--- config.mk ---
export PLATFORM = sky130hd
export DESIGN_NAME = lli_div_cell
export DESIGN_NICKNAME = d
export VERILOG_FILES = /design/src/hw/rtl/line_line_intersection_macros.svh /design/src/hw/rtl/lli_pkg.sv /design/src/hw/rtl/lli_div_cell.sv
export SDC_FILE = /design/constraint.sdc
export NUM_CORES = 1
export LEC_CHECK = 0
export BUFFER_PORTS_ARGS = -buffer_cell sky130_fd_sc_hd__buf_4
export CAP_MARGIN = 20
export CORE_AREA = 5 5 257 259
export DETAILED_ROUTE_END_ITERATION = 10
export DIE_AREA = 0 0 262 264
export GPL_TIMING_DRIVEN = 0
export PLACE_DENSITY = 0.55
export SYNTH_ARGS = -nofsm -noshare
export SYNTH_HDL_FRONTEND = slang
export SYNTH_SLANG_ARGS = --single-unit
--- constraint.sdc ---
create_clock -name clk -period 0.8 [get_ports clk]
set_input_delay 0 -clock clk [delete_from_list [all_inputs] [get_ports clk]]
set_output_delay 0 -clock clk [all_outputs]
set_load 0.01 [all_outputs]
--- src/hw/rtl/line_line_intersection_macros.svh ---
// ----------------------------------------------------------------------------
// line_line_intersection_macros.svh
// Assertion macros shared by the intersection block.
// ----------------------------------------------------------------------------
`ifndef LINE_LINE_INTERSECTION_MACROS_SVH
`define LINE_LINE_INTERSECTION_MACROS_SVH

// Implication in the same cycle, disabled during reset
`define LLI_ASSERT_NOW(label, clk, rst_n, ante, cons, msg) \
	label: assert property (@(posedge clk) disable iff (!rst_n) (ante) |-> (cons)) \
		else $error(msg);

// Implication in the next cycle, disabled during reset
`define LLI_ASSERT_NEXT(label, clk, rst_n, ante, cons, msg) \
	label: assert property (@(posedge clk) disable iff (!rst_n) (ante) |=> (cons)) \
		else $error(msg);

`endif

--- src/hw/rtl/lli_pkg.sv ---
// ----------------------------------------------------------------------------
// lli_pkg
// Shared types for the line intersection pipeline.
// ----------------------------------------------------------------------------
package lli_pkg;

	// Sideband that travels alongside each item through the divider chain
	typedef struct packed {
		logic vld;
		logic neg_x;
		logic neg_y;
		logic par;
	} lli_side_t;

endpackage

--- src/hw/rtl/lli_div_cell.sv ---
// ----------------------------------------------------------------------------
// lli_div_cell
// One restoring division step for both coordinates against a shared divisor.
// Decides quotient bit SHIFT and hands remainder and divisor on.
// ----------------------------------------------------------------------------
module lli_div_cell
	import lli_pkg::*;
#(
	parameter int NUM_W = 99,
	parameter int DEN_W = 67,
	parameter int Q_W   = 33,
	parameter int SHIFT = 0
) (
	input  logic             clk,
	input  logic             arst_n,
	input  logic             en,
	input  lli_side_t        side_i,
	input  logic [NUM_W-1:0] rem_x_i,
	input  logic [NUM_W-1:0] rem_y_i,
	input  logic [DEN_W-1:0] den_i,
	input  logic [Q_W-1:0]   q_x_i,
	input  logic [Q_W-1:0]   q_y_i,
	output lli_side_t        side_o,
	output logic [NUM_W-1:0] rem_x_o,
	output logic [NUM_W-1:0] rem_y_o,
	output logic [DEN_W-1:0] den_o,
	output logic [Q_W-1:0]   q_x_o,
	output logic [Q_W-1:0]   q_y_o
);

	logic [NUM_W:0] dsh;
	logic           ge_x, ge_y;

	// Divisor aligned to this bit, then trial compare
	assign dsh  = (NUM_W+1)'(den_i) << SHIFT;
	assign ge_x = {1'b0, rem_x_i} >= dsh;
	assign ge_y = {1'b0, rem_y_i} >= dsh;

	always_ff @(posedge clk or negedge arst_n) begin
		if (!arst_n) begin
			side_o <= '0;
		end else if (en) begin
			side_o <= side_i;
		end
	end

	// Bit SHIFT of the incoming quotient is still clear, so OR it in
	always_ff @(posedge clk) begin
		if (en) begin
			rem_x_o <= ge_x ? rem_x_i - dsh[NUM_W-1:0] : rem_x_i;
			rem_y_o <= ge_y ? rem_y_i - dsh[NUM_W-1:0] : rem_y_i;
			den_o   <= den_i;
			q_x_o   <= q_x_i | (Q_W'(ge_x) << SHIFT);
			q_y_o   <= q_y_i | (Q_W'(ge_y) << SHIFT);
		end
	end

endmodule

== After elaboration in Yosys (flattened, before gate mapping) ==
Cells that the tools add are included.

* Muxes and demuxes: 2
* Bitwise gates (word level): 2
* Order comparisons: 2
* Add/subtract/negate cells: 2

{| class="wikitable"
|+ Operators with widths
! operator !! number
|-
| $ge A99 B67 Y1 || 2
|-
| $mux W99 || 2
|-
| $sub A99 B67 Y99 || 2
|-
| $or A33 B1 Y33 || 2
|}

* Flip-flop bits (word level): 335
* Output and inout port bits: 335
* Bits of input ports: 338
* Word-level logic and storage cells: 17

== Longest topological paths before layout ==
* Depth after elaboration: 2
* Mapped depth: 16
* Depth with buffers taken out: 14

== Worst setup path before layout ==
No wires, ideal clock.

* Path kind: input-to-reg
* Start: input den_i[10]
* End: register rem_x_o[88] (data pin)
* Data arrival time: 3.008 ns
* Setup time: 0.265 ns
* Cell stages on the path: 14
* Path slack: -2.473 ns
* Path buffers: 2
* Required time: 0.535 ns
* Cell sequence: inv_1 ha_1 and4_1 nand3_1 a21oi_1 o211ai_1 a211o_1 a2111o_1 a211oi_1 buf_2 nor2_1 buf_2 o41ai_1 nand2_1

* Cells in the longest elaborated chain, start to end: 2
* Elaborated cells on any way between the ends: 3
* Classes of those cells: add/sub: 1; order compare: 1; mux: 1

{| class="wikitable"
|+ RTL lines
! item !! RTL line !! source
|-
| start, declared || lli_div_cell.sv:20 || <nowiki>input logic [DEN_W-1:0] den_i,</nowiki>
|-
| $sub A99 B67 Y99 / $ge A99 B67 Y1 (equally long branches) || lli_div_cell.sv:50, lli_div_cell.sv:36 ||
|-
| $mux W99 (*) || lli_div_cell.sv:50 || <nowiki>rem_x_o <= ge_x ? rem_x_i - dsh[NUM_W-1:0] : rem_x_i;</nowiki>
|-
| end signal, assigned || lli_div_cell.sv:50 ||
|-
| end, declared || lli_div_cell.sv:24 || <nowiki>output logic [NUM_W-1:0] rem_x_o,</nowiki>
|}

Mark *: on every way between the ends. The rest lies on a longest branch, timed or not.
A chain may end at the register's enable or synchronous reset.

== Worst setup path after layout ==
* Start: input den_i[11]
* End: register rem_x_o[77] (data pin)

The elaborated chain is that of the path after synthesis.

==> out/results.ini <==
[timing]
final_min_period_over_clock_period=3.91
timing.fmax_ghz=0.320
hold_violations=14
final_number_of_max_transition_violations=0
setup_viol=813
setup_ws_ns=-2.33
worst_slack_on_hold_paths_ns=-0.344
grt_setup_unrepaired=true
min_period_ns=3.13
tightest_pin_transition_ns=1.28
maxSlewHeadroom=0.136
finalSetupTns_ns=-674.87
skew_ns=0

[die]
initial_core_util=0.344
design.core.area_um2=63600
die_w_um=262
design.die.area_um2=69200
ioPinCount=673
placementRows=93
die-height_um=264

[global_route]
grt.total_usage=0.290
grt_remaining_overflow=0
grt.busiest_layer=met2
vias_in_the_first_global_route=23400
largest_net_degree_at_the_start_of_global_routing=113
antenna_found_initial=13
gr-usage-met1=0.387
grt_pass1_wl_um=152000
grt_use_met3=0.0502
grt.met2_usage=0.491

[placed_design]
io_buffer_count=672
gp_congestion=0.955
hpwl_um=80800

[setup_path]
worst_ep_required_time_ns=1.12
crit_fanout=4
regToRegEndpoint=side_o[3]
cp_slowest_cell=a2111o_1
critical_path_class=primary input to flip-flop
cpPeakStageDelay_ns=0.50
r2r_worst_path_depth=1
path_delay_family=compound AO/OA/AOI/OAI gates
critical_path_most_common_cell=buf_6
reg2reg_from=side_o[3]
worst_setup_path_start_kind=primary input
ff2ff_setup_slack_ns=0.04
crit_path_start=den_i[11]
timing.critical_path.buf_inv=5
crit_chain=buf_8 > clkinvlp_4 > buf_6 > ha_4 > buf_6 > and4_4 > nand3_4 > a21oi_4 > o211ai_1 > a211o_1 > a2111o_1 > a211oi_4 > buf_6 > o21ai_4 > or4_1 > a22o_1
crit_path_end_kind=flip-flop
cp_data_arrival_time_ns=3.45

[clock_tree]
cts_inserted_buffers=42
clk_pin_slew_worst_paths_ns=0.06
clk_lat_worst_skew_ns=0.57
cts.sink_count=335
cts_tree=done
htree_levels=2
cts-root-buf=clkbuf_16
clk_path_buf_depth=3

[run_status]
failed_checks=negative hold slack, negative setup slack
run_status=finished with violations

[cells_and_area]
fin_nets=3943
fin_util=0.623
layout-drive-gt1-share=0.416
synthToLayoutAreaGrowth_pct=81.2

[synthesis]
synth.lib_cells_used.distinct=73
synth_warnings=0
synth_sequential_area_ratio=0.459
post_synth_instance_area_um2=21900
synth_top_cells_by_area=edfxtp_1 45%, ha_1 7.7%, a21oi_1 5.5%, o21ai_0 4.3%, xor2_1 4.1%
synth_largest_area_cell=edfxtp_1
yosys_most_used_dff=edfxtp_1
syn-num-nets=2750
yosys_register_bits=335
synth_enable_flop_cells=331
syn-mean-instance-area_um2=9.61
synthCells=2276
synth_top_area_frac=0.454
asyncSetResetFlopFracSynth=0.0119

[hold_path]
hold_path.startpoint=den_i[0]
whs_endpoint=den_o[0]
worst_min_path_class=primary input to flip-flop
holdPathStages=1

[route]
detailedRoute.firstIterationViolations=2104
drt_pass1_iterations=6
remaining_drc_errors=0
num_vias=23700
detail_route.wl_per_cell_um=25.1
totalWireLength_um=110000
detail-route-antenna-nets=0
vias_per_cell=5.43

[pwr]
total_leakage_power_uw=0.0161
power_density_nw_per_um2=1620
highest_ir_drop_seen_on_vdd_uv=1580

[run]
max-cap-violations=0

## sequential cells by signal, indices dropped and copies added, names as in the netlist
name     cells
den_o       67
q_x_o       33
q_y_o       33
rem_x_o     99
rem_y_o     99
side_o       4
## report_power, final
group	switching, µW	leakage (µW)	total [µW]	internal, µW
clock	8190	0.000676	19400	11200
sequential	1020	0.00329	22900	21900
combinational	11300	0.0122	22000	10700
## metrics by stage
step                std cells  total power, µW  area [µm²]  hold WS [ns]  setup WS, ns
global route             4364            67000       39600        -0.377         -2.40
detailed placement       3807            39500       29000        -0.195         -4.08
global placement         3803            39500       28900        -0.199         -4.10
CTS                      4273            61700       36000        -0.374         -2.33
finish                   4367            64400       39600        -0.344         -2.33
floorplan                2276            31000       22800        -0.296         -2.34
## cell usage in the layout (no fill, tap or decap), types with 49 or more instances in the layout
cell type / netlist / layout
a21o_1: 61 / 61
a21oi_1: 239 / 175
buf_4: 2 / 488
buf_6: 1 / 335
clkbuf_16: 0 / 60
dlygate4sd3_1: 0 / 331
edfxtp_1: 331 / 331
ha_1: 134 / 84
inv_1: 101 / 74
nand2_1: 230 / 148
nand2_4: 0 / 49
nand4_1: 62 / 62
nor2_1: 178 / 131
o21ai_0: 187 / 92
o21ai_2: 0 / 54
xnor2_1: 85 / 83
xor2_1: 102 / 97
## cells by family (layout without fill, tap and decap cells)
| family | Yosys count | count (layout) | share of synthesized area |
|---|---|---|---|
| fa+ha+maj | 136 | 136 | 0.0785 |
| simple gates | 747 | 747 | 0.165 |
| flops | 335 | 335 | 0.459 |
| xor+xnor | 187 | 187 | 0.0749 |
| mux | 10 | 10 | 0.00503 |
| other cells | 0 | 11 | 0 |
| buf+inv | 200 | 1425 | 0.0368 |
| compound gates | 661 | 661 | 0.181 |
## worst max-delay path by stage
stage | slack [ns] | to | cells past startpoint
6_report | -2.33 | rem_x_o[77] | 16
5_1_grt | -2.40 | rem_y_o[81] | 16
4_1_cts | -2.33 | rem_y_o[89] | 16
3_5_place_dp | -4.08 | rem_y_o[96] | 16
3_3_place_gp | -4.10 | rem_y_o[96] | 16
2_1_floorplan | -2.34 | rem_y_o[76] | 14
## per-layer routing
layer  share of wire  vias up
met5         0.00020        -
met4           0.031        4
met3           0.075      161
met2            0.49      981
met1            0.41    11700
li1                -    10900
## cell type report
class                           count  area, µm²
Clock inverter                     28        280
Timing Repair Buffer             1191      11700
Inverter                          101        474
Tap cell                          855       1070
Multi-Input combinational cell   1741      14300
Fill cell                        5301      24000
Clock buffer                       48       1090
Buffer                             57        669
Sequential cell                   335      10000
Antenna cell                       11       27.5
## repair_timing
item / in CTS / in global routing
cloned: 12 / 13
gates resized for setup: 341 / 755
hold endpoints to repair: 396 / 78
setup buffers: 96 / 75
hold buffers: 319 / 12
pin swaps: 92 / 148
endpoints found under the setup margin: 634 / 703
## Yosys cell counts, drive strengths merged (34+ instances only)
cell type	number
a21o	61
a21oi	239
buf	34
clkbuf	65
edfxtp	331
ha	134
inv	101
nand2	230
nand3	47
nand4	62
nor2	178
nor3	49
nor4	40
o21ai	189
o21bai	35
xnor2	85
xor2	102
Power figures use the tool's default switching activity.
